--- config.mk ---
export PLATFORM = sky130hd
export DESIGN_NAME = trs_div
export DESIGN_NICKNAME = d
export VERILOG_FILES = /design/src/rtl/trs_pkg.sv /design/src/rtl/trs_div.sv
export SDC_FILE = /design/constraint.sdc
export NUM_CORES = 2
export LEC_CHECK = 0
export BUFFER_PORTS_ARGS = -buffer_cell sky130_fd_sc_hd__clkbuf_2
export CORE_ASPECT_RATIO = 0.7
export CORE_MARGIN = 10
export CORE_UTILIZATION = 65
export CTS_BUF_LIST = sky130_fd_sc_hd__clkbuf_8
export CTS_CLUSTER_SIZE = 14
export DETAILED_ROUTE_END_ITERATION = 16
export GPL_TIMING_DRIVEN = 0
export PLACE_DENSITY = 0.82
export SLEW_MARGIN = 20
export SYNTH_ARGS = -nofsm -noshare
export SYNTH_HDL_FRONTEND = slang
export SYNTH_SLANG_ARGS = --single-unit
--- constraint.sdc ---
create_clock -name i_clk -period 3.3 [get_ports i_clk]
set_input_delay 0.33 -clock i_clk [delete_from_list [all_inputs] [get_ports i_clk]]
set_output_delay 0.33 -clock i_clk [all_outputs]
set_load 0.03 [all_outputs]
--- src/rtl/trs_pkg.sv ---
// Shared types, widths and register codes for the triangle row span block.
// No dependencies; imported by every module of the block except trs_out_buf.
package trs_pkg;

    localparam int COORD_MAX = 4096;

    localparam int CRD_W     = 13;  // x/y origin, signed
    localparam int SIDE_W    = 13;
    localparam int ROW_W     = 12;
    localparam int PIX_W     = 12;  // output coordinates
    localparam int REG_W     = 13;  // config registers
    localparam int CFG_IDX_W = 1;

    localparam int SQ_W      = 2 * SIDE_W;   // side^2
    localparam int RAD_W     = SQ_W + 2;     // 3*side^2
    localparam int ROOT_W    = RAD_W / 2;    // isqrt result
    localparam int ISQ_REM_W = ROOT_W + 2;
    localparam int H_W       = ROOT_W - 1;   // triangle height
    localparam int DEN_W     = ROOT_W;       // 2*height
    localparam int NUM_W     = 25;           // (row+1)*side, below 2^25

    localparam int IN_DATA_W  = 56;
    localparam int OUT_DATA_W = 40;
    localparam int OUT_USER_W = 2;

    typedef logic [CFG_IDX_W-1:0] t_cfg_idx;
    localparam t_cfg_idx CFG_PAGE_WIDTH  = 1'b0;
    localparam t_cfg_idx CFG_PAGE_HEIGHT = 1'b1;

    typedef struct packed {
        logic signed [CRD_W-1:0] x;
        logic signed [CRD_W-1:0] y;
        logic [SIDE_W-1:0]       s;
        logic [ROW_W-1:0]        r;
    } t_item;

    // travels alongside the square root
    typedef struct packed {
        t_item             item;
        logic [NUM_W-1:0]  num;
        logic              off_xy;
    } t_root_sb;

    // travels alongside the divider
    typedef struct packed {
        t_item item;
        logic  off;
        logic  go;
    } t_span_sb;

    typedef struct packed {
        logic             off;
        logic             valid;
        logic [PIX_W-1:0] row_y;
        logic [PIX_W-1:0] right;
        logic [PIX_W-1:0] left;
    } t_result;

endpackage

--- src/rtl/trs_div.sv ---
// Pipelined restoring divider, one quotient bit per register stage.
// Depends on trs_pkg; carries an opaque sideband word alongside.
module trs_div #(
    parameter int SB_W = 1
) (
    input  logic                      i_clk,
    input  logic                      i_rst_n,
    input  logic                      i_en,
    input  logic                      i_vld,
    input  logic [trs_pkg::NUM_W-1:0] i_num,
    input  logic [trs_pkg::DEN_W-1:0] i_den,
    input  logic [SB_W-1:0]           i_sb,
    output logic                      o_vld,
    output logic [trs_pkg::NUM_W-1:0] o_quot,
    output logic [trs_pkg::DEN_W-1:0] o_rem,
    output logic [SB_W-1:0]           o_sb
);
    import trs_pkg::*;

    localparam int N = NUM_W;

    logic             s_vld [0:N];
    logic [NUM_W-1:0] s_num [0:N];
    logic [DEN_W-1:0] s_den [0:N];
    logic [DEN_W-1:0] s_rem [0:N];
    logic [NUM_W-1:0] s_quot[0:N];
    logic [SB_W-1:0]  s_sb  [0:N];

    assign s_vld[0]  = i_vld;
    assign s_num[0]  = i_num;
    assign s_den[0]  = i_den;
    assign s_rem[0]  = '0;
    assign s_quot[0] = '0;
    assign s_sb[0]   = i_sb;

    for (genvar k = 0; k < N; k++) begin : g_step
        logic [DEN_W:0]   w_sh;
        logic             w_ge;
        logic             r_vld;
        logic [NUM_W-1:0] r_num;
        logic [DEN_W-1:0] r_den;
        logic [DEN_W-1:0] r_rem;
        logic [NUM_W-1:0] r_quot;
        logic [SB_W-1:0]  r_sb;

        assign w_sh = {s_rem[k], s_num[k][NUM_W-1]};
        assign w_ge = (w_sh >= {1'b0, s_den[k]});

        always_ff @(posedge i_clk) begin
            if (!i_rst_n) begin
                r_vld <= 1'b0;
            end else if (i_en) begin
                r_vld <= s_vld[k];
            end
        end

        always_ff @(posedge i_clk) begin
            if (i_en) begin
                r_num  <= s_num[k] << 1;
                r_den  <= s_den[k];
                r_sb   <= s_sb[k];
                r_quot <= {s_quot[k][NUM_W-2:0], w_ge};
                if (w_ge) begin
                    r_rem <= DEN_W'(w_sh - {1'b0, s_den[k]});
                end else begin
                    r_rem <= DEN_W'(w_sh);
                end
            end
        end

        assign s_vld[k+1]  = r_vld;
        assign s_num[k+1]  = r_num;
        assign s_den[k+1]  = r_den;
        assign s_rem[k+1]  = r_rem;
        assign s_quot[k+1] = r_quot;
        assign s_sb[k+1]   = r_sb;
    end

    assign o_vld  = s_vld[N];
    assign o_quot = s_quot[N];
    assign o_rem  = s_rem[N];
    assign o_sb   = s_sb[N];

endmodule

==> flow_metrics.tcl <==
set metrics [dict create \
    status "completed" \
    total_power_mw 60.5 \
    vias_per_cell 5.91 \
    crit_type "flip-flop to flip-flop" \
    ys.flop_type "edfxtp_1" \
    cts_tree "built" \
    root_buffer "clkbuf_8" \
    track_usage_pct 21.5 \
    final_cells 6233 \
    first_global_vias 35491 \
    synth_edf_count 1336 \
    fmaxAchievable_ghz 0.309 \
    io_pins 85 \
    wl_per_cell_um 19.0 \
    synth_seq_area_share_pct 65.1 \
    antenna_found_initial 3 \
    reg2regPathDepth 11 \
    setup_viol 0 \
    crit_start "g_step[4].r_den[1]" \
    cts.sink_count 1361 \
    cts.clk_slew.worst_paths_ps 60 \
    die_area_mm2 0.109 \
    clkLatencyLatePin_ps 900 \
    cp_slowest_cell "o311ai_4" \
    hold_path_class "primary input to flip-flop" \
    path_cells "inv_1, ha_2, nand2b_1, a21oi_1, o31ai_2, o211ai_1, o311ai_4, and2_4, inv_1, buf_6, mux2_2" \
    crit_required_ps 3940 \
    drt.antenna.violating_nets 0 \
    cp.depth 11 \
    drive_gt1_share_pct 12.9 \
    maxCapViolations 0 \
    final_util_pct 73.2 \
    end_kind "flip-flop" \
    numCtsBuffers 193 \
    first_pass_iters 8 \
    critPathMostFrequentCell "inv_1" \
    drc 0 \
    coreArea_mm2 0.0946 \
    synthArstFlopShare_pct 0 \
    slew_headroom_pct 28.5 \
    num_rows 94 \
    leakagePower_nw 27.2 \
    avgSynthCellArea_um2 14.0 \
    synth_seq_cells 1361 \
    gp_congestion 0.908 \
    area_growth_pct 10.9 \
    netlist_instances 4466 \
    path_delay_family "compound AO/OA/AOI/OAI gates" \
    worst-path-max-fanout 10 \
    grt.overflow.total 0 \
    critPathBufInv 3 \
    hpwlAfterDp_mm 82.7 \
    powerDensity_mw_per_mm2 875 \
    critPathArrivalTime_ps 3880 \
    grt_max_degree 102 \
    post-route-period-util_pct 98.2 \
    placement.io_buffers 84 \
    drv_slew 0 \
    synth_cell_types 90 \
    htree_levels 4 \
    dp_cells 5813 \
    startpoint_type "flip-flop" \
    layout.nets 5255 \
    ys_warn_count 0 \
    final_area_mm2 0.0692 \
    start_util_pct 66.0 \
    finalHoldViolCount 0 \
    via_count 36852 \
    tightest_slew_ps 1070 \
    cts_buffer_depth 3 \
    die-width_um 390 \
    fillers 5982 \
    clock_skew_ps 42.8 \
    die_h_um 279 \
    synth_nets 4896 \
    irDropWorstVdd_mv 0.511 \
    r2r_start "g_step[4].r_den[1]" \
    tns_ps 0 \
    r2r_slack_ps 60 \
    placed_cell_area_mm2 0.0648 \
    syn_area_mm2 0.0624 \
    drtIter0Drc 3691 \
    grt_pass1_wl_mm 189 \
    timing.rr.end "g_step[5].r_rem[12]" \
    post-route-min-period_ps 3240 \
    slowest_delay_ps 480 \
    wirelength_mm 119 \
    cp-endpoint "g_step[5].r_rem[12]" \
]
-- cell families after synthesis --
logic type | count (synthesis) | share of synthesized area (%)
adders and majority gates | 386 | 8.03
AOI/OAI and AO/OA | 963 | 10.4
DFF | 1361 | 65.1
muxes | 220 | 3.89
xor gates and xnor gates | 205 | 2.88
and+or+nand+nor | 827 | 6.55
buffers and inverters | 504 | 3.15
-- sequential cells by signal, indices dropped and copies added, names as in the netlist, 14 cells and up --
signal	count
g_step.r_den	336
g_step.r_num	300
g_step.r_quot	300
g_step.r_rem	336
g_step.r_sb	24
g_step.r_vld	24
o_quot	25
o_rem	14
-- report_power, final --
part	total (mW)	switching, mW	internal [mW]	leakage (nW)
sequential	25.2	1.70	23.5	13.3
combinational	22.8	12.8	10.0	11.8
clock	12.6	6.27	6.32	2.07
total	60.5	20.7	39.8	27.2
-- through the flow --
step / setup WS (ps) / hold WS (ps)
after CTS: 9.63 / 50.1
after floorplan: 558 / 400
after detailed placement: -315 / 405
final: 60.1 / 158
after global placement: -20700 / 400
after global routing: -7.38 / 111
-- per-layer routing --
metal | up-vias | wire length, µm | track usage [%]
met2 | 1408 | 49600 | 29.9
li1 | 17569 | - | -
met5 | - | 0 | 0
met1 | 17706 | 57100 | 33.6
met4 | 0 | 1930 | 6.08
met3 | 169 | 10200 | 4.98
-- placed cells by master, fill, tap and decap left out, types with 94 or more instances in the layout --
cell type,synthesis,final
xnor2_1,111,111
mux2_2,151,151
clkbuf_2,1,96
nand2_1,228,228
o21ai_0,256,254
a21o_1,113,113
xor2_1,94,94
clkbuf_8,0,200
edfxtp_1,1336,1336
nor2_1,206,206
inv_1,445,501
a21oi_1,188,183
ha_1,362,361
-- Yosys cell counts (all sizes together) (24+ instances only) --
| cell type | count | share of area [%] |
|---|---|---|
| ha | 362 | 7.3 |
| clkbuf | 34 | 0.21 |
| nand2 | 228 | 1.4 |
| o21a | 40 | 0.48 |
| fa | 24 | 0.77 |
| a211oi | 61 | 0.77 |
| inv | 446 | 2.7 |
| dfxtp | 25 | 0.80 |
| a21o | 113 | 1.4 |
| nand2b | 63 | 0.63 |
| nor2 | 206 | 1.2 |
| nor2b | 63 | 0.63 |
| o21ai | 266 | 2.2 |
| nand3 | 47 | 0.38 |
| edfxtp | 1336 | 64 |
| a31oi | 26 | 0.26 |
| nor3 | 46 | 0.37 |
| o31a | 29 | 0.41 |
| o21bai | 24 | 0.29 |
| xnor2 | 111 | 1.6 |
| mux2 | 159 | 2.9 |
| nand4 | 42 | 0.42 |
| buf | 24 | 0.26 |
| o31ai | 32 | 0.41 |
| a21oi | 191 | 1.6 |
| xor2 | 94 | 1.3 |
| mux2i | 61 | 0.98 |
-- worst min path at each step --
stage	start	endpoint	slack, ps	cells past startpoint
floorplan	g_step[9].r_num[10]	g_step[10].r_num[11]	400	0
global placement	g_step[7].r_num[9]	g_step[8].r_num[10]	400	0
detailed placement	g_step[9].r_quot[5]	g_step[10].r_quot[6]	400	0
CTS	i_num[23]	g_step[0].r_num[24]	50	2
global route	i_num[21]	g_step[0].r_num[22]	110	2
finish	i_num[19]	g_step[0].r_num[20]	160	2
-- repair_timing --
action / 4_1_cts / 5_1_grt
hold buffers: 44 / 0
gates resized for setup: 18 / 41
buffers inserted: 2 / 19
pin swaps: 1 / 10
endpoints found under the hold margin: 111 / 0
setup endpoints to repair: 95 / 169
-- area by class of cell --
cell class	count	area, µm²	area share [%]
Inverter	446	1670	2.42
Sequential cell	1361	40600	58.7
Buffer	58	323	0.467
Antenna cell	3	7.51	0.0108
Clock inverter	153	898	1.30
Timing Repair Buffer	164	1440	2.08
Tap cell	1248	1560	2.26
Multi-Input combinational cell	2601	19900	28.8
Clock buffer	199	2740	3.96
(Power assumes the default switching activity.)
