--- config.mk ---
export PLATFORM = sky130hd
export DESIGN_NAME = trs_out_buf
export DESIGN_NICKNAME = d
export VERILOG_FILES = /design/src/rtl/trs_out_buf.sv
export SDC_FILE = /design/constraint.sdc
export NUM_CORES = 1
export LEC_CHECK = 0
export BUFFER_PORTS_ARGS = -buffer_cell sky130_fd_sc_hd__buf_2
export CORE_AREA = 2 2 39 41
export CTS_BUF_LIST = sky130_fd_sc_hd__clkbuf_4
export DETAILED_ROUTE_END_ITERATION = 8
export DIE_AREA = 0 0 41 43
export GPL_ROUTABILITY_DRIVEN = 1
export PLACE_DENSITY = 0.53
export SETUP_SLACK_MARGIN = 0.4
export SYNTH_ARGS = -nofsm -noshare
export SYNTH_HDL_FRONTEND = slang
export SYNTH_SLANG_ARGS = --single-unit
--- constraint.sdc ---
create_clock -name i_clk -period 1.8 [get_ports i_clk]
set_input_delay 0.36 -clock i_clk [delete_from_list [all_inputs] [get_ports i_clk]]
set_output_delay 0.36 -clock i_clk [all_outputs]
set_load 0.01 [all_outputs]
--- src/rtl/trs_out_buf.sv ---
// Two-entry output buffer that decouples the pipeline from the output stall.
// No package dependency; the pipeline runs whenever a slot is free.
module trs_out_buf #(
    parameter int W = 1
) (
    input  logic         i_clk,
    input  logic         i_rst_n,
    input  logic         i_push,
    input  logic [W-1:0] i_data,
    input  logic         i_ready,
    output logic         o_space,
    output logic         o_vld,
    output logic [W-1:0] o_data
);
    logic [W-1:0] r_mem [0:1];
    logic         r_wr_ptr;
    logic         r_rd_ptr;
    logic [1:0]   r_cnt;
    logic         w_pop;

    assign o_vld   = (r_cnt != 2'd0);
    assign o_space = (r_cnt != 2'd2);
    assign o_data  = r_mem[r_rd_ptr];
    assign w_pop   = o_vld & i_ready;

    always_ff @(posedge i_clk) begin
        if (!i_rst_n) begin
            r_wr_ptr <= 1'b0;
            r_rd_ptr <= 1'b0;
            r_cnt    <= 2'd0;
        end else begin
            if (i_push) begin
                r_wr_ptr <= ~r_wr_ptr;
            end
            if (w_pop) begin
                r_rd_ptr <= ~r_rd_ptr;
            end
            r_cnt <= r_cnt + 2'(i_push) - 2'(w_pop);
        end
    end

    always_ff @(posedge i_clk) begin
        if (i_push) begin
            r_mem[r_wr_ptr] <= i_data;
        end
    end

endmodule

==> results of run 1 <==
[where the power goes]
part           internal [uW]  switching [uW]  total, uW
registers                210            29.8        240
clock network           99.5            56.4        156
logic                    177             108        285
total                    487             194        681
[through the flow]
stage          instances  hold slack, ps
3_5_place_dp          49             479
2_1_floorplan         26             452
5_1_grt               54             296
4_1_cts               54             296
3_3_place_gp          49             469
6_report              54             301
[cell usage in the layout, fill, tap and decap left out, types with 2 or more instances in the layout]
cell,synthesis,final
nor2b_1,2,2
mux2i_1,2,2
buf_2,0,6
inv_1,2,2
dfxtp_2,0,3
nand2_1,2,2
and2_1,2,2
edfxtp_1,2,2
clkbuf_4,0,4
dfxtp_1,5,2
[metal layers]
layer	vias up	share of wire
li1	112	-
met3	2	0.049
met5	-	0
met1	93	0.39
met4	0	0.0085
met2	3	0.55
[worst max path at each step]
| stage | slack, ps | endpoint | start |
|---|---|---|---|
| floorplan | 450 | r_cnt[1]$_SDFF_PN0_ | r_cnt[1]$_SDFF_PN0_ |
| global placement | 360 | r_cnt[1]$_SDFF_PN0_ | i_ready |
| detailed placement | 360 | r_cnt[1]$_SDFF_PN0_ | i_ready |
| CTS | 410 | o_data | register |
| global route | 400 | o_data | r_mem[1]$_DFFE_PP_ |
| finish | 440 | o_data | r_mem[0]$_DFFE_PP_ |
[worst register-to-register path: stages, from the launching register on]
cell and delay [ps]:
dfxtp_2 330, o21a_4 220, ha_4 250, inv_1 30, ha_2 150, xnor3_1 200, nor2b_2 40
[kinds of logic (layout without fill, tap and decap cells)]
| group | after synthesis | count (layout) | synth area share |
|---|---|---|---|
| mux | 3 | 3 | 0.0988 |
| compound gates | 2 | 2 | 0.0514 |
| flops | 7 | 7 | 0.506 |
| fa+ha+maj | 2 | 2 | 0.0790 |
| simple gates | 9 | 9 | 0.170 |
| xor+xnor | 1 | 1 | 0.0711 |
| buf+inv | 2 | 14 | 0.0237 |
[final cells by class]
type	count	share of cell area
inverter	2	0.0169
tap	16	0.0451
timing repair buffer	8	0.110
sequential	7	0.369
multi-input combinational	17	0.392
clock buffer	4	0.0676
[repair_timing]
item                                    CTS  global route
setup buffers                             1             0
gates resized for setup                   0             8
hold endpoints to repair                  0             0
pin swaps                                 1             0
endpoints found under the setup margin    1             4
==> metrics.txt, run 1 <==
Rel. slew slack=0.911; Final Worst Setup Slack=about 440 ps; CP required=between 1000 and 1500 ps; pin count of the biggest net entering global routing=6; first-pass GRT wire length=approximately 770 microns; total leakage power=0.000193 uW; gr ovfl total=0; Setup crit end kind=output port; Max H-tree Level=1; vias in the first global route=around 200; CTS clk-pin slew, worst paths=50 ps; Worst Max-Slew Pin Slew=around 130 ps; routed len/inst=roughly 8.8 microns; fillcell total=roughly 150; crit-path max cell delay=360 ps; FMAX=between 700 and 800 MHz; Mapped Area=approximately 320 sq um; Final Hold Viols=0; number of synthesized flops with an enable pin=2; Finished Cell Area=between 400 and 500 sq um; DRT iter0 DRCs=1; VDD IR-drop max=approximately 0.56 mV; Sink Count=7; I/O pins=8; Final nets=between 40 and 50; register area=approximately 160 sq um; clk_skew=roughly 3.0 ps; largest cells by area after synthesis=dfxtp_1 32%, edfxtp_1 19%, ha_1 7.9%; CP max stage cell=edfxtp_1; final period utilization=0.755; top cell type's share of synthesized area=0.316; vias per std cell=roughly 3.9; Starting Density=0.229; ys flop type=dfxtp_1; Hold EP=r_mem[0]$_DFFE_PP_; cell with the most instances after synthesis=dfxtp_1; Setup crit start kind=register; min-delay worst type=primary input to register; Critical Path Fanout Max=1; area leader, netlist=dfxtp_1; Final TNS setup=0 ps; GR peak layer=met2; PwrDens=1530 nW/um^2; die area=approximately 1800 sq um; layout cells sized above 1=0.553; Worst Setup Path Type=register to output port; Crit path depth=2; DIE HEIGHT=~43 microns; Max-Cap Viols=0; Worst-Skew Late Latency=250 ps; RSZ-0062 raised after global routing=true; Buffers on Ports=7; Seq cells post-synth=7; Antenna Nets Post-Route=0; GRT Total Usage=0.0727; met1 Use GR=0.0656; cts hold-fix bufs=0; reg2reg setup slack=roughly 460 ps; final setup vio count=0; CTS Buffer Depth=2; Antenna Cells=0; minimum clock period=between 1000 and 1500 ps; Synth Instances=26; outcome=complete, no violations; post-synthesis async set-or-reset flop share=0; met2 GRT Util=0.0969; Vias=between 200 and 250; hold path depth=1; root buffer cell=clkbuf_4; global routing usage on met3=0.0471; area occupied by multi-input gates=between 150 and 200 sq um; Core Rows=14; Setup WS pre-CTS=roughly 360 ps; Yosys cell types=15; Avg Synthesized Cell Area=between 10 and 15 sq um; Hold Startpoint=i_data; drt total wl=roughly 470 microns; Pwr Total=just under 700 uW; Core ar.=1380 sq um; CP Buf/Inv Count=1; final core area utilization=0.321; FF-to-FF End=r_cnt[1]$_SDFF_PN0_; Post-Syn Nets=33; Placed Area=between 300 and 400 sq um; GPL Wtd Cong=approximately 0.67; Register-to-Register Path Depth=6; Slew Viols, Final=0; Die Width=between 40 and 50 microns; TritonCTS buffer count=3; Layout area overhead=40.3%; drt first pass iters=2; CP Data Arrival Time=1000 ps; initial antenna violation count=0; # DRC=0; Ys Warns=0; sequential area share after synthesis=0.506; reg2reg start=r_cnt[0]$_SDFF_PN0_; critical path, cell by cell=mux2_4 > buf_6; CTS tree=done; Crit path max-delay family=flip-flops
Note: power is estimated with default switching activity, not from simulation.
==> run 2, diff against run 1 <==
PLACE_DENSITY = 0.54   (was 0.53)
clock period = 1.11 ns   (was 1.8 ns; I/O delays follow)
==> run 2 against run 1 <==
The run now ends with negative setup slack left. Critical path depth is 4 higher. Via count is 8.1% higher. Largest power group unchanged. Core utilization grew 4.7 points. Cell area rose by 15%. First-iteration DRC count up 100%. Sequential power rose by 59%. Non-clock buffer count up 3.
==> metrics.txt, run 2 (synthesis results as in run 1) <==
outcome=finished, violations left; failing checks=negative setup slack; Worst-Skew Late Latency=250 ps (about the same); Core Rows=14 (unchanged); final core area utilization=0.368 (+0.0470); CTS Buffer Depth=2 (unchanged); Buffers on Ports=7 (unchanged); Antenna Cells=0 (unchanged); first-pass GRT wire length=869 microns (+14%); PwrDens=2580 nW/um^2 (+68%); Final Hold Viols=0 (unchanged); I/O pins=8 (unchanged); vias in the first global route=230 (+17%); worst setup path startpoint=r_cnt[1]$_SDFF_PN0_; FMAX=around 750 MHz; CTS clk-pin slew, worst paths=50 ps (about the same); Sink Count=7 (unchanged); total leakage power=0.000222 uW (+15%); Worst Setup Path Type=register to register; Max H-tree Level=1 (unchanged); die area=1760 sq um (unchanged); CP required=1300 ps (-140 ps); layout cells sized above 1=0.732 (+0.179); reg2reg start=r_cnt[1]$_SDFF_PN0_; # DRC=0 (unchanged); Final Worst Setup Slack=-221 ps (-661 ps); drt first pass iters=3 (+1); cts hold-fix bufs=0 (unchanged); DRT iter0 DRCs=2 (+1); Slew Viols, Final=0 (unchanged); Max-Cap Viols=0 (unchanged); Layout area overhead=60.9%; Worst Max-Slew Pin Slew=127 ps (-3.28 ps); Antenna Nets Post-Route=0 (unchanged); RSZ-0062 raised after global routing=true; initial antenna violation count=0 (unchanged); Critical Path Fanout Max=2 (+1); min-delay worst type=primary input to register; Starting Density=0.229 (unchanged); VDD IR-drop max=0.765 mV (+37%); DIE HEIGHT=43 microns (unchanged); GPL Wtd Cong=0.669 (+0.13%); Pwr Total=1310 uW (+93%); vias per std cell=3.98 (+2.4%); Vias=227 (+8.1%); final setup vio count=6 (+6); Register-to-Register Path Depth=6 (unchanged); commonest non-fill, non-tap cell in the layout=buf_2; root buffer cell=clkbuf_4; Final TNS setup=-665 ps (-665 ps); reg2reg setup slack=-220 ps (-680 ps); Die Width=41 microns (unchanged); Post-Layout Cell Count=57 (+5.6%); Critical Path Sink=r_cnt[1]$_SDFF_PN0_; final period utilization=1.20; Core ar.=1380 sq um (unchanged); minimum clock period=between 1000 and 1500 ps; CTS tree=done; CP Data Arrival Time=1520 ps (+520 ps); Final nets=49 (+6.5%); Setup crit start kind=register; clk_skew=0.542 ps (-2.50 ps); Hold WS=158 ps (-143 ps); drt total wl=542 microns (+15%); TritonCTS buffer count=3 (unchanged); Setup crit end kind=register; Rel. slew slack=0.913 (+0.00225); GRT Total Usage=0.0839 (+0.0112); DP Cell Count=51 (+4.1%); routed len/inst=9.51 microns (+8.6%); gr ovfl total=0 (unchanged); FF-to-FF End=r_cnt[1]$_SDFF_PN0_; pin count of the biggest net entering global routing=6 (unchanged); most frequent cells in the layout=5 x buf_2, 4 x clkbuf_4, 3 x buf_6, 3 x buf_4, 3 x dfxtp_2
-- run 2: cell types whose count changed in the layout (fill, tap and decap cells not counted), sizes merged --
cell	delta
buf	+3
-- run 2: worst min path at each step --
stage | depth (start not counted) | from | to | slack [ps]
5_1_grt | 1 | i_data | r_mem[0]$_DFFE_PP_ | 150
6_report | 1 | i_data | r_mem[0]$_DFFE_PP_ | 160
2_1_floorplan | 0 | i_data | r_mem[0]$_DFFE_PP_ | 320
4_1_cts | 1 | i_data | r_mem[0]$_DFFE_PP_ | 150
3_5_place_dp | 1 | i_data | r_mem[0]$_DFFE_PP_ | 420
3_3_place_gp | 1 | i_data | r_mem[1]$_DFFE_PP_ | 410
-- run 2: per-stage QoR --
| stage | cell area (sq um) | setup WS, ps |
|---|---|---|
| floorplan | 357 | -194 |
| global placement | 427 | -189 |
| detailed placement | 427 | -218 |
| CTS | 489 | -226 |
| global route | 509 | -247 |
| finish | 509 | -221 |
-- run 2: worst max-delay path: stages (launching register included) --
cell,delay (ps)
dfxtp_2,320
o21a_4,220
ha_4,260
inv_2,30
ha_4,140
xnor3_1,180
nor2b_2,110
-- run 2: where the power goes --
| group | internal [uW] | total, uW | leakage (uW) | switching [uW] |
|---|---|---|---|---|
| clock network | 162 | 259 | 0.0000184 | 97.3 |
| logic | 439 | 672 | 0.000143 | 234 |
| registers | 339 | 382 | 0.0000610 | 43.2 |
-- run 2: area by class of cell --
type                    instances  area (sq um)
clock buffers                   4          30.0
fillers                       144           875
inverters                       2          7.51
multi-input cells              17           206
flip-flops and latches          7           164
well taps                      16          20.0
repair buffers                 11          81.3
-- run 2: repair_timing --
action / in CTS / in global routing
resized for setup: 8 / 2
pin swaps: 3 / 0
setup endpoints to repair: 9 / 10
endpoints found under the hold margin: 0 / 0
buffers inserted: 1 / 1
-- run 2: metal layers --
metal	part of all wire	GRT usage
met1	0.29	0.0526
met2	0.57	0.131
met3	0.068	0.0366
met4	0.065	0.120
met5	0	0
==> run 3, diff against run 2 <==
BUFFER_PORTS_ARGS = -buffer_cell sky130_fd_sc_hd__clkbuf_2   (was -buffer_cell sky130_fd_sc_hd__buf_2)
==> run 3 against run 2 <==
The flow still finishes with violations (negative setup slack). Sequential power is essentially flat. Die area unchanged. First-iteration DRC count stayed put. Sequential cell count unchanged. Highest routed layer is now met3.
==> metrics.txt, run 3 (synthesis results as in run 1) <==
outcome=finished, violations left; failing checks=negative setup slack; pin count of the biggest net entering global routing=6 (unchanged); routed len/inst=8.30 microns (-13%); cts hold-fix bufs=0 (unchanged); Sequential Power Share=0.279 (-0.012); crit-path max cell delay=320 ps (about the same); Max-Cap Viols=0 (unchanged); drt total wl=473 microns (-13%); initial antenna violation count=0 (unchanged); Layout area overhead=59.7%; Core ar.=1380 sq um (unchanged); dpl hpwl=between 300 and 400 microns; final core area utilization=0.365 (-0.00271); FMAX=751 MHz (about the same); root buffer cell=clkbuf_4; layout cells sized above 1=0.707 (-0.0244); minimum clock period=1330 ps (+0.0510 ps); Setup crit start kind=register; PwrDens=2690 nW/um^2 (+4.2%); Antenna Cells=0 (unchanged); DRT iter0 DRCs=2 (unchanged); min-delay worst type=primary input to register; CP Buf/Inv Count=1 (unchanged); Comb pwr share=0.530 (+0.018); final period utilization=1.20 (about the same); vias per std cell=4.07 (+2.2%); GPL Wtd Cong=0.708 (+5.8%); GR peak layer=met2; Crit path max-delay family=adder cells; met1 Use GR=0.0817 (+0.0291); first-pass GRT wire length=834 microns (-4.0%); DIE HEIGHT=43 microns (unchanged); most frequent cells in the layout=5 x clkbuf_2, 4 x clkbuf_4, 4 x buf_6; Clock Power Share=0.191 (-0.006); Max H-tree Level=1 (unchanged); Slew Viols, Final=0 (unchanged); CP max stage cell=dfxtp_2; total leakage power=0.000221 uW (-0.41%); fillcell total=138 (-4.2%); Final Hold Viols=0 (unchanged); TritonCTS buffer count=3 (unchanged); Worst-Skew Late Latency=250 ps (about the same); Sink Count=7 (unchanged); Starting Density=0.229 (unchanged); VDD IR-drop max=0.690 mV (-9.8%); RSZ-0062 raised after global routing=true; switch share=0.287 (+0.00190); drt first pass iters=2 (-1); CP most frequent cell=ha_4; final setup vio count=5 (-1); clk_skew=2.09 ps (+1.55 ps); I/O pins=8 (unchanged); gr ovfl total=0 (unchanged); die area=1760 sq um (unchanged); commonest non-fill, non-tap cell in the layout=clkbuf_2; # DRC=0 (unchanged); Die Width=41 microns (unchanged); Vias=232 (+2.2%); Antenna Nets Post-Route=0 (unchanged); Post-Layout Cell Count=57 (unchanged); Worst Setup Path Type=register to register; CP Data Arrival Time=1520 ps (about the same); GRT Total Usage=0.0767 (-0.00723); Core Rows=14 (unchanged); CTS tree=done; Placed Area=434 sq um (+1.8%); global routing usage on met3=0.0471 (+0.0105); Finished Cell Area=505 sq um (-0.74%); DP Cell Count=52 (+2.0%); Setup crit end kind=register; Final TNS setup=-648 ps (+17.6 ps); Rel. slew slack=0.917 (+0.00446); CTS clk-pin slew, worst paths=50 ps (about the same); Final Worst Setup Slack=-221 ps (-0.0510 ps); critical path, cell by cell=o21a_4 > ha_4 > inv_2 > ha_4 > xnor3_1 > nor2b_2; met2 GRT Util=0.103 (-0.0281); Psw=390 uW (+4.2%); Critical Path Fanout Max=2 (unchanged); CP required=1300 ps (about the same); Hold WS=161 ps (+3.41 ps); Buffers on Ports=7 (unchanged); CTS Buffer Depth=2 (unchanged); Int Power=969 uW (+3.2%); Worst Max-Slew Pin Slew=120 ps (-6.51 ps); Final nets=49 (unchanged); vias in the first global route=213 (-7.4%)
run 3: cell type report:
class / instances / area, sq um / share of cell area
multi-input combinational: 17 / 199 / 0.394
sequential: 7 / 164 / 0.324
timing repair buffer: 11 / 85.1 / 0.168
clock buffer: 4 / 30.0 / 0.0594
tap: 16 / 20.0 / 0.0396
inverter: 2 / 7.51 / 0.0149
run 3: worst paths after layout:
check	from	slack, ps	depth (start not counted)	end
setup / recovery	r_cnt[1]$_SDFF_PN0_	-220	6	r_cnt[1]$_SDFF_PN0_
hold / removal	i_data	160	1	r_mem[1]$_DFFE_PP_
setup reg to reg	r_cnt[1]$_SDFF_PN0_	-220	6	r_cnt[1]$_SDFF_PN0_
hold reg to reg	r_rd_ptr$_SDFFE_PN0P_	480	2	register
run 3: metrics by stage:
| step | total power [uW] | setup slack, ps |
|---|---|---|
| floorplan | 764 | -194 |
| global placement | 907 | -192 |
| detailed placement | 942 | -223 |
| CTS | 1270 | -225 |
| global route | 1470 | -258 |
| finish | 1360 | -221 |
run 3: repair_timing:
action                     CTS  global route
resized for setup            5             7
setup endpoints to repair   10            10
pin swaps                    3             0
setup buffers                1             0
run 3: metal layers:
layer / part of all wire / wire length, microns
met5: 0 / 0
met4: 0 / 0
met3: 0.070 / 33
met2: 0.55 / 260
met1: 0.38 / 180
run 3: power by group through the flow:
stage                     clock network [uW]  logic, uW  registers, uW
final                                    259        721            379
after global placement                     0        534            374
after global routing                     288        791            389
after detailed placement                   0        564            378
after floorplan                            0        387            376
after CTS                                267        626            379
run 3: worst reg2reg max path, cell delays in order, from the launching register on:
cell,delay [ps]
dfxtp_2,320
o21a_4,220
ha_4,230
inv_2,60
ha_4,120
xnor3_1,220
nor2b_2,110
