## config.mk

```make
export PLATFORM = sky130hd
export DESIGN_NAME = trs_isqrt
export DESIGN_NICKNAME = d
export VERILOG_FILES = /design/src/rtl/trs_pkg.sv /design/src/rtl/trs_isqrt.sv
export SDC_FILE = /design/constraint.sdc
export NUM_CORES = 1
export LEC_CHECK = 0
export ABC_AREA = 1
export BUFFER_PORTS_ARGS = -buffer_cell sky130_fd_sc_hd__buf_2
export CELL_PAD_IN_SITES_DETAIL_PLACEMENT = 1
export CELL_PAD_IN_SITES_GLOBAL_PLACEMENT = 2
export CORE_UTILIZATION = 44
export DETAILED_ROUTE_END_ITERATION = 16
export GPL_TIMING_DRIVEN = 1
export PLACE_DENSITY = 0.89
export SYNTH_ARGS = -nofsm -noshare
export SYNTH_HDL_FRONTEND = slang
export SYNTH_SLANG_ARGS = --single-unit
```

## constraint.sdc

```tcl
create_clock -name i_clk -period 3 [get_ports i_clk]
set_input_delay 0.6 -clock i_clk [delete_from_list [all_inputs] [get_ports i_clk]]
set_output_delay 0.6 -clock i_clk [all_outputs]
set_load 0.01 [all_outputs]
```

## src/rtl/trs_pkg.sv

```systemverilog
// Shared types, widths and register codes for the triangle row span block.
// No dependencies; imported by every module of the block except trs_out_buf.
package trs_pkg;

    localparam int COORD_MAX = 4096;

    localparam int CRD_W     = 13;  // x/y origin, signed
    localparam int SIDE_W    = 13;
    localparam int ROW_W     = 12;
    localparam int PIX_W     = 12;  // output coordinates
    localparam int REG_W     = 13;  // config registers
    localparam int CFG_IDX_W = 1;

    localparam int SQ_W      = 2 * SIDE_W;   // side^2
    localparam int RAD_W     = SQ_W + 2;     // 3*side^2
    localparam int ROOT_W    = RAD_W / 2;    // isqrt result
    localparam int ISQ_REM_W = ROOT_W + 2;
    localparam int H_W       = ROOT_W - 1;   // triangle height
    localparam int DEN_W     = ROOT_W;       // 2*height
    localparam int NUM_W     = 25;           // (row+1)*side, below 2^25

    localparam int IN_DATA_W  = 56;
    localparam int OUT_DATA_W = 40;
    localparam int OUT_USER_W = 2;

    typedef logic [CFG_IDX_W-1:0] t_cfg_idx;
    localparam t_cfg_idx CFG_PAGE_WIDTH  = 1'b0;
    localparam t_cfg_idx CFG_PAGE_HEIGHT = 1'b1;

    typedef struct packed {
        logic signed [CRD_W-1:0] x;
        logic signed [CRD_W-1:0] y;
        logic [SIDE_W-1:0]       s;
        logic [ROW_W-1:0]        r;
    } t_item;

    // travels alongside the square root
    typedef struct packed {
        t_item             item;
        logic [NUM_W-1:0]  num;
        logic              off_xy;
    } t_root_sb;

    // travels alongside the divider
    typedef struct packed {
        t_item item;
        logic  off;
        logic  go;
    } t_span_sb;

    typedef struct packed {
        logic             off;
        logic             valid;
        logic [PIX_W-1:0] row_y;
        logic [PIX_W-1:0] right;
        logic [PIX_W-1:0] left;
    } t_result;

endpackage

```

## src/rtl/trs_isqrt.sv

```systemverilog
// Pipelined integer square root, one result bit per register stage.
// Depends on trs_pkg; carries an opaque sideband word alongside.
module trs_isqrt #(
    parameter int SB_W = 1
) (
    input  logic                       i_clk,
    input  logic                       i_rst_n,
    input  logic                       i_en,
    input  logic                       i_vld,
    input  logic [trs_pkg::RAD_W-1:0]  i_rad,
    input  logic [SB_W-1:0]            i_sb,
    output logic                       o_vld,
    output logic [trs_pkg::ROOT_W-1:0] o_root,
    output logic [SB_W-1:0]            o_sb
);
    import trs_pkg::*;

    localparam int N = ROOT_W;

    logic                 s_vld  [0:N];
    logic [RAD_W-1:0]     s_rad  [0:N];
    logic [ISQ_REM_W-1:0] s_rem  [0:N];
    logic [ROOT_W-1:0]    s_root [0:N];
    logic [SB_W-1:0]      s_sb   [0:N];

    assign s_vld[0]  = i_vld;
    assign s_rad[0]  = i_rad;
    assign s_rem[0]  = '0;
    assign s_root[0] = '0;
    assign s_sb[0]   = i_sb;

    for (genvar k = 0; k < N; k++) begin : g_step
        logic [ISQ_REM_W+1:0] w_sh;
        logic [ISQ_REM_W+1:0] w_trial;
        logic                 r_vld;
        logic [RAD_W-1:0]     r_rad;
        logic [ISQ_REM_W-1:0] r_rem;
        logic [ROOT_W-1:0]    r_root;
        logic [SB_W-1:0]      r_sb;

        // bring down the next two radicand bits, try root*4+1
        assign w_sh    = {s_rem[k], s_rad[k][RAD_W-1 -: 2]};
        assign w_trial = {2'b00, s_root[k], 2'b01};

        always_ff @(posedge i_clk) begin
            if (!i_rst_n) begin
                r_vld <= 1'b0;
            end else if (i_en) begin
                r_vld <= s_vld[k];
            end
        end

        always_ff @(posedge i_clk) begin
            if (i_en) begin
                r_rad <= s_rad[k] << 2;
                r_sb  <= s_sb[k];
                if (w_sh >= w_trial) begin
                    r_rem  <= ISQ_REM_W'(w_sh - w_trial);
                    r_root <= {s_root[k][ROOT_W-2:0], 1'b1};
                end else begin
                    r_rem  <= ISQ_REM_W'(w_sh);
                    r_root <= {s_root[k][ROOT_W-2:0], 1'b0};
                end
            end
        end

        assign s_vld[k+1]  = r_vld;
        assign s_rad[k+1]  = r_rad;
        assign s_rem[k+1]  = r_rem;
        assign s_root[k+1] = r_root;
        assign s_sb[k+1]   = r_sb;
    end

    assign o_vld  = s_vld[N];
    assign o_root = s_root[N];
    assign o_sb   = s_sb[N];

endmodule

```

==> results by group, run 1 <==
Yosys
  • Per-instance average area after synthesis: 9.55 sq um
  • Post-synth net total: 2,799
  • Post-Syn Area: 0.0253 sq mm
  • Yosys warning total: 0
  • Netlist cell types: 45
  • Count of state elements after synthesis: 500
  • Syn Inst Count: 2,650
  • Sequential-to-total area share from yosys stat: 58.8%

Critical path
  • Sort of element at the start of the critical path: flip-flop
  • Largest fanout on the critical path: 11
  • Nature of the critical path endpoint: flip-flop
  • Slowest stage delay, CP: 690 ps
  • Critical path's most frequent cell: sky130_fd_sc_hd__nand2_1
  • Critical path data required time: 3340 ps
  • Worst path cell trace: inv_1 -> ha_1 -> a21oi_1 -> nand2_1 -> nand2_1 -> nand3_1 -> nor2_1 -> o21ai_0
  • Arrival time worst endpoint: 2870 ps
  • Critical path class: flip-flop to flip-flop
  • Critical path's slowest cell: sky130_fd_sc_hd__nor2_1

Global routing
  • Number of global-route vias before repair: 18,800
  • Largest net degree at the start of global routing: 71
  • Global-route congestion overflow total: 0
  • Number of antenna violations at the first check in global routing: 0
  • Global-route wire length before repair: 98.3 mm
  • Total global-route track usage: 21.0%

Drt
  • Final routed wirelength across all metal layers: 60.8 mm
  • First DRT Iteration DRCs: 998
  • Number of search-and-repair iterations in the first detailed-routing pass: 5
  • Vias after detailed routing: 17,800
  • Residual DRC: 0
  • Drt via density: 5.02
  • Wire per inst: 17.1 um
  • Number of nets still failing antenna checks after routing: 0

Power
  • Leakage power of the design: 0.0128 uW
  • Max rail drop VDD: 0.521 mV
  • Total power per unit cell area: 670 mW/mm^2

Timing
  • Total count of hold-check failures in the final report: 0
  • Maximum operating frequency: 395 MHz
  • Worst Hold Slack: 144 ps
  • Final-report max-slew violation count: 0
  • Total negative setup slack: 0 ps
  • Total setup violations reported at the end of the flow: 0
  • Worst slew slack as a fraction of its limit: 41.4%
  • Post-route fraction of the period consumed by the critical path: 84.5%
  • Period minus WS final: 2530 ps
  • Setup repair after global routing missed its margin: false
  • Worst Setup Slack, final: 466 ps
  • Transition time of the tightest slew-check pin: 876 ps
  • Worst setup skew after layout: 42.6 ps

Finish
  • Multi-input combinational cell area: 0.00852 sq mm
  • Final Non-Filler Cells: 3,552
  • Number of diodes: 0
  • Area growth, synth to finish: 12.4%
  • Net total in the final layout: 2,899
  • Area occupied by registers: 0.0149 sq mm
  • Filler Cell Count: 6,478
  • Share of post-route cells with drive strength above 1: 7.69%
  • Final core utilization: 50.2%

Placed design
  • Total placed cells including tap cells: 3,450
  • Place WS: 494 ps
  • Routability congestion estimate: 0.902
  • Half-perimeter wire length after placement: 46.2 mm
  • Port bufs: 48

Clock tree
  • Hold bufs inserted after CTS: 0
  • CTS sink cnt: 500
  • CTS tree: built
  • Number of CTS-inserted buffers: 54
  • CTS Root Cell: sky130_fd_sc_hd__clkbuf_16
  • Number of gates resized after cts: 0
  • Setup repair bufs after CTS: 0
  • Maximum clock path buffer count: 3
  • H-tree level count: 2
  • Clock insertion delay at the later pin of the skew report: 630 ps
  • Clock transition time at the flip-flop clock pins of the worst setup and hold paths: 60 ps

Floorplanning
  • Effective utilization at floorplan: 44.7%
  • Standard cell core area: 0.0566 sq mm
  • Site row count: 87
  • Top-Level Pins: 49
  • Die width: 242 um
  • Die height: 242 um
  • Die area: 0.0585 sq mm

Run
  • Total of max-cap violations: 0

Worst hold path
  • Class of the most critical hold timing path: primary input to flip-flop

Run status
  • Result of the run: complete, no violations
==> cell usage in the layout (no fill, tap or decap), types with 7 or more instances in the layout <==
master,n
sky130_fd_sc_hd__nor3_1,28
sky130_fd_sc_hd__edfxtp_1,486
sky130_fd_sc_hd__clkbuf_16,54
sky130_fd_sc_hd__nand2_2,12
sky130_fd_sc_hd__nand3_1,158
sky130_fd_sc_hd__buf_4,11
sky130_fd_sc_hd__o21ai_1,9
sky130_fd_sc_hd__a21oi_2,9
sky130_fd_sc_hd__nand3b_1,13
sky130_fd_sc_hd__nor2_1,198
sky130_fd_sc_hd__ha_1,116
sky130_fd_sc_hd__bufinv_16,9
sky130_fd_sc_hd__inv_2,7
sky130_fd_sc_hd__o21ai_0,71
sky130_fd_sc_hd__xor2_1,41
sky130_fd_sc_hd__dfxtp_1,14
sky130_fd_sc_hd__xnor2_1,26
sky130_fd_sc_hd__buf_2,47
sky130_fd_sc_hd__inv_1,451
sky130_fd_sc_hd__nand4_1,36
sky130_fd_sc_hd__clkinv_2,12
sky130_fd_sc_hd__nor2_2,7
sky130_fd_sc_hd__a21oi_1,90
sky130_fd_sc_hd__nand2_1,802
==> report_power, final <==
group	switching (uW)	internal, uW
clock network	2910	4150
registers	419	8500
logic	2050	1030
==> registers in the layout, indices dropped and copies added (netlist names) <==
name and flops:
o_root 14, g_step.r_rad 182, g_step.r_vld 13, g_step.r_sb 13
o_vld 1, g_step.r_rem 185, o_sb 1, g_step.r_root 91
==> critical path: cells and delay by family, from the launching register on <==
family | cells | cell delay [ps]
compound gates | 2 | 360
buf+inv | 1 | 60
simple gates | 4 | 1050
fa+ha+maj | 1 | 370
flops | 1 | 390
==> per-layer routing <==
layer  wire length, um  vias to the layer above  GRT usage [%]
met4              1430                        0           6.01
met1             27400                     8632           27.3
met5                 0                        -              0
met3              1880                       86           2.44
li1                  -                     8875              -
met2             30100                      246           36.8
==> per-stage QoR <==
step	cell area, sq um	total power [uW]
floorplan	25300	11000
global placement	26500	12000
finish	28400	19100
CTS	28400	19300
global route	28400	20000
detailed placement	26500	12100
==> worst paths after layout <==
| check | from | endpoint | slack, ps | depth (start not counted) |
|---|---|---|---|---|
| worst max-delay path | g_step[2].r_root[1] | g_step[3].r_rem[1] | 470 | 8 |
| worst min register to register | g_step[6].r_rad[24] | g_step[7].r_rad[26] | 410 | 0 |
| worst min-delay path | i_rad[5] | g_step[0].r_rad[7] | 140 | 1 |
| worst max register to register | g_step[2].r_root[1] | g_step[3].r_rem[1] | 470 | 8 |
==> logic make-up (layout without fill, tap and decap cells) <==
group | Yosys count | after routing | share of synthesized area (%)
AOI/OAI and AO/OA | 204 | 204 | 4.43
xor gates and xnor gates | 67 | 67 | 2.32
adders and majority gates | 116 | 116 | 5.74
buffers and inverters | 481 | 627 | 7.54
DFF | 500 | 500 | 58.8
other | 1 | 1 | 0.0148
and+or+nand+nor | 1281 | 1281 | 21.2
==> synthesized netlist by cell type, drive strengths merged <==
| library cell | count | area, sq um |
|---|---|---|
| clkbuf | 3 | 11.3 |
| nand2 | 819 | 3140 |
| dfxtp | 14 | 280 |
| o31ai | 1 | 7.51 |
| nand4 | 36 | 225 |
| edfxtp | 486 | 14600 |
| a211oi | 1 | 7.51 |
| o21a | 5 | 37.5 |
| and2 | 4 | 25.0 |
| or2 | 7 | 43.8 |
| o21ai | 85 | 444 |
| conb | 1 | 3.75 |
| nor3 | 30 | 160 |
| nand3 | 159 | 801 |
| o211ai | 2 | 15.0 |
| nor2 | 208 | 821 |
| inv | 459 | 1730 |
| nand3b | 13 | 97.6 |
| a21boi | 3 | 22.5 |
| and3 | 4 | 25.0 |
| a31oi | 2 | 12.5 |
| ha | 116 | 1450 |
| o21bai | 6 | 45.0 |
| xor2 | 41 | 359 |
| a21oi | 99 | 529 |
| xnor2 | 26 | 228 |
| buf | 18 | 168 |
| clkinv | 1 | 3.75 |
| nor4 | 1 | 12.5 |
==> area by class of cell <==
| cell class | count | share of cell area, % |
|---|---|---|
| clock buffer | 60 | 4.87 |
| timing repair buffer | 65 | 1.59 |
| sequential | 500 | 52.3 |
| clock inverter | 42 | 1.85 |
| inverter | 460 | 6.08 |
| multi-input combinational | 1669 | 30.0 |
| tap | 756 | 3.33 |
Power figures use the tool's default switching activity.
==> run 2, diff against run 1 <==
- CORE_UTILIZATION: 44 -> 41
- PLACE_DENSITY: 0.89 -> 0.84
- clock period: 3 -> 2.4 ns (I/O delays scaled with it)
==> results by group, run 2 (synthesis results as in run 1) <==
Run
  • Total of max-cap violations: 0

Finish
  • Most frequent cells in the layout: sky130_fd_sc_hd__nand2_1 (802), sky130_fd_sc_hd__edfxtp_1 (486), sky130_fd_sc_hd__inv_1 (451), sky130_fd_sc_hd__nor2_1 (198), sky130_fd_sc_hd__nand3_1 (157)
  • Net total in the final layout: 2,976
  • Area growth, synth to finish: 14.8%
  • Final core utilization: 47.8%
  • Multi-input combinational cell area: 0.00855 sq mm
  • Max reg flops: 185
  • Filler Cell Count: 6,887
  • Most frequent standard cell in the layout excluding fill and tap cells: sky130_fd_sc_hd__nand2_1
  • Share of post-route cells with drive strength above 1: 9.30%
  • Number of diodes: 0
  • Most flops, register: g_step.r_rem
  • Area occupied by registers: 0.0149 sq mm
  • Top Registers: g_step.r_rem (185), g_step.r_rad (182), g_step.r_root (91)

Drt
  • Highest metal used: met4
  • First DRT Iteration DRCs: 822
  • Sum of routed wire segments on met1: 28.2 mm
  • Wire per inst: 16.7 um
  • Routed length on met3: 2.01 mm
  • Residual DRC: 0
  • Drt via density: 4.92
  • Number of search-and-repair iterations in the first detailed-routing pass: 5
  • Final routed wirelength across all metal layers: 60.9 mm
  • Vias after detailed routing: 18,000
  • Routed length on met2: 29.4 mm
  • Number of nets still failing antenna checks after routing: 0

Critical path
  • Worst path cell trace: inv_1 -> ha_2 -> nand2_1 -> inv_1 -> a21oi_1 -> nand2_1 -> nand2_1 -> nand2_1 -> nor2_4 -> buf_4 -> o21ai_0
  • Critical path class: flip-flop to flip-flop
  • Largest delay share family, worst path: simple AND/OR/NAND/NOR gates
  • Critical path's most frequent cell: sky130_fd_sc_hd__nand2_1
  • Largest fanout on the critical path: 11
  • Nature of the critical path endpoint: flip-flop
  • Critical path data required time: 2720 ps
  • Critical path's slowest cell: sky130_fd_sc_hd__edfxtp_1
  • Arrival time worst endpoint: 2610 ps
  • Slowest stage delay, CP: 420 ps
  • Buf/Inv on CP: 3
  • Sort of element at the start of the critical path: flip-flop

Placed design
  • Port bufs: 48
  • Half-perimeter wire length after placement: 46.6 mm
  • Routability congestion estimate: 0.884

Global routing
  • Largest net degree at the start of global routing: 77
  • Number of antenna violations at the first check in global routing: 0
  • Global-route congestion overflow total: 0
  • Number of global-route vias before repair: 18,800
  • Total global-route track usage: 19.7%
  • Global-route wire length before repair: 98.8 mm

Clock tree
  • Clock transition time at the flip-flop clock pins of the worst setup and hold paths: 60 ps
  • CTS tree: built
  • H-tree level count: 2
  • Maximum clock path buffer count: 3
  • Number of CTS-inserted buffers: 54
  • CTS Root Cell: sky130_fd_sc_hd__clkbuf_16
  • CTS sink cnt: 500
  • Clock insertion delay at the later pin of the skew report: 620 ps

Floorplanning
  • Die area: 0.0627 sq mm
  • Effective utilization at floorplan: 41.7%
  • Site row count: 90
  • Die height: 250 um
  • Top-Level Pins: 49
  • Die width: 250 um
  • Standard cell core area: 0.0607 sq mm

Timing
  • Worst setup skew after layout: 41.1 ps
  • Period minus WS final: 2290 ps
  • Worst Hold Slack: 37.3 ps
  • Transition time of the tightest slew-check pin: 528 ps
  • Total setup violations reported at the end of the flow: 0
  • Total count of hold-check failures in the final report: 0
  • Worst slew slack as a fraction of its limit: 64.6%
  • Setup repair after global routing missed its margin: false
  • Final-report max-slew violation count: 0
  • Post-route fraction of the period consumed by the critical path: 95.5%
  • Maximum operating frequency: 437 MHz
  • Total negative setup slack: 0 ps

Power
  • Sequential share of power: 47.1%
  • Total power per unit cell area: 813 mW/mm^2
  • Power share of the clock group: 35.9%
  • Cell-internal power: 16,900 uW
  • Leakage power of the design: 0.0131 uW
  • Switching pwr: 6660 uW
  • Fraction of power spent switching nets: 28.2%
  • Combinational power share: 17.0%
  • Max rail drop VDD: 0.648 mV

Worst hold path
  • Class of the most critical hold timing path: primary input to flip-flop

Run status
  • Result of the run: complete, no violations
[run 2: cell count changes in the layout (fill, tap and decap cells not counted), moves of 3 or more]
cell | previous run | this run
sky130_fd_sc_hd__dlygate4sd3_1 | 0 | 19
sky130_fd_sc_hd__inv_6 | 4 | 1
sky130_fd_sc_hd__clkinv_4 | 6 | 3
sky130_fd_sc_hd__clkinv_1 | 6 | 15
sky130_fd_sc_hd__ha_1 | 116 | 113
sky130_fd_sc_hd__buf_4 | 11 | 68
[run 2: metal layers]
metal  vias to the layer above  track usage (%)
met4                         0             4.66
met5                         -                0
met2                       235             33.7
met1                      8658             26.6
met3                        82             2.60
li1                       9011                -
[run 2: per-stage QoR]
step / power, uW / setup slack (ps) / cell area, sq um / instances
2_1_floorplan: 13800 / 532 / 25300 / 2650
3_3_place_gp: 15100 / 27.8 / 26900 / 3529
3_5_place_dp: 15300 / -111 / 26900 / 3529
4_1_cts: 23900 / 41.9 / 29000 / 3649
5_1_grt: 24800 / 2.50 / 29000 / 3654
6_report: 23600 / 109 / 29000 / 3654
[run 2: cell type report]
cell class | instances | share of cell area [%]
sequential | 500 | 51.2
inverter | 460 | 5.96
multi-input combinational | 1669 | 29.4
clock buffer | 60 | 4.73
timing repair buffer | 142 | 3.76
clock inverter | 41 | 1.52
tap | 782 | 3.37
[run 2: worst paths after layout]
kind	start	to	slack, ps	cells after the start
setup / recovery	g_step[6].r_root[2]	g_step[7].r_rem[5]	110	11
hold / removal	i_rad[8]	g_step[0].r_rad[10]	40	1
setup reg to reg	g_step[6].r_root[2]	g_step[7].r_rem[5]	110	11
hold reg to reg	g_step[8].r_rad[18]	g_step[9].r_rad[20]	410	0
[run 2: timing repair]
item,in CTS,in global routing
pin swaps,0,1
cloned,0,0
resized for setup,1,5
hold endpoints to repair,19,0
hold buffers,19,0
setup buffers,0,5
setup endpoints to repair,12,15
[run 2: power by group through the flow]
| stage | combinational, uW | clock (uW) | sequential, uW |
|---|---|---|---|
| global placement | 3850 | 0 | 11300 |
| finish | 4010 | 8470 | 11100 |
| global route | 4600 | 9010 | 11200 |
| detailed placement | 3990 | 0 | 11300 |
| CTS | 4040 | 8730 | 11100 |
| floorplan | 2710 | 0 | 11100 |
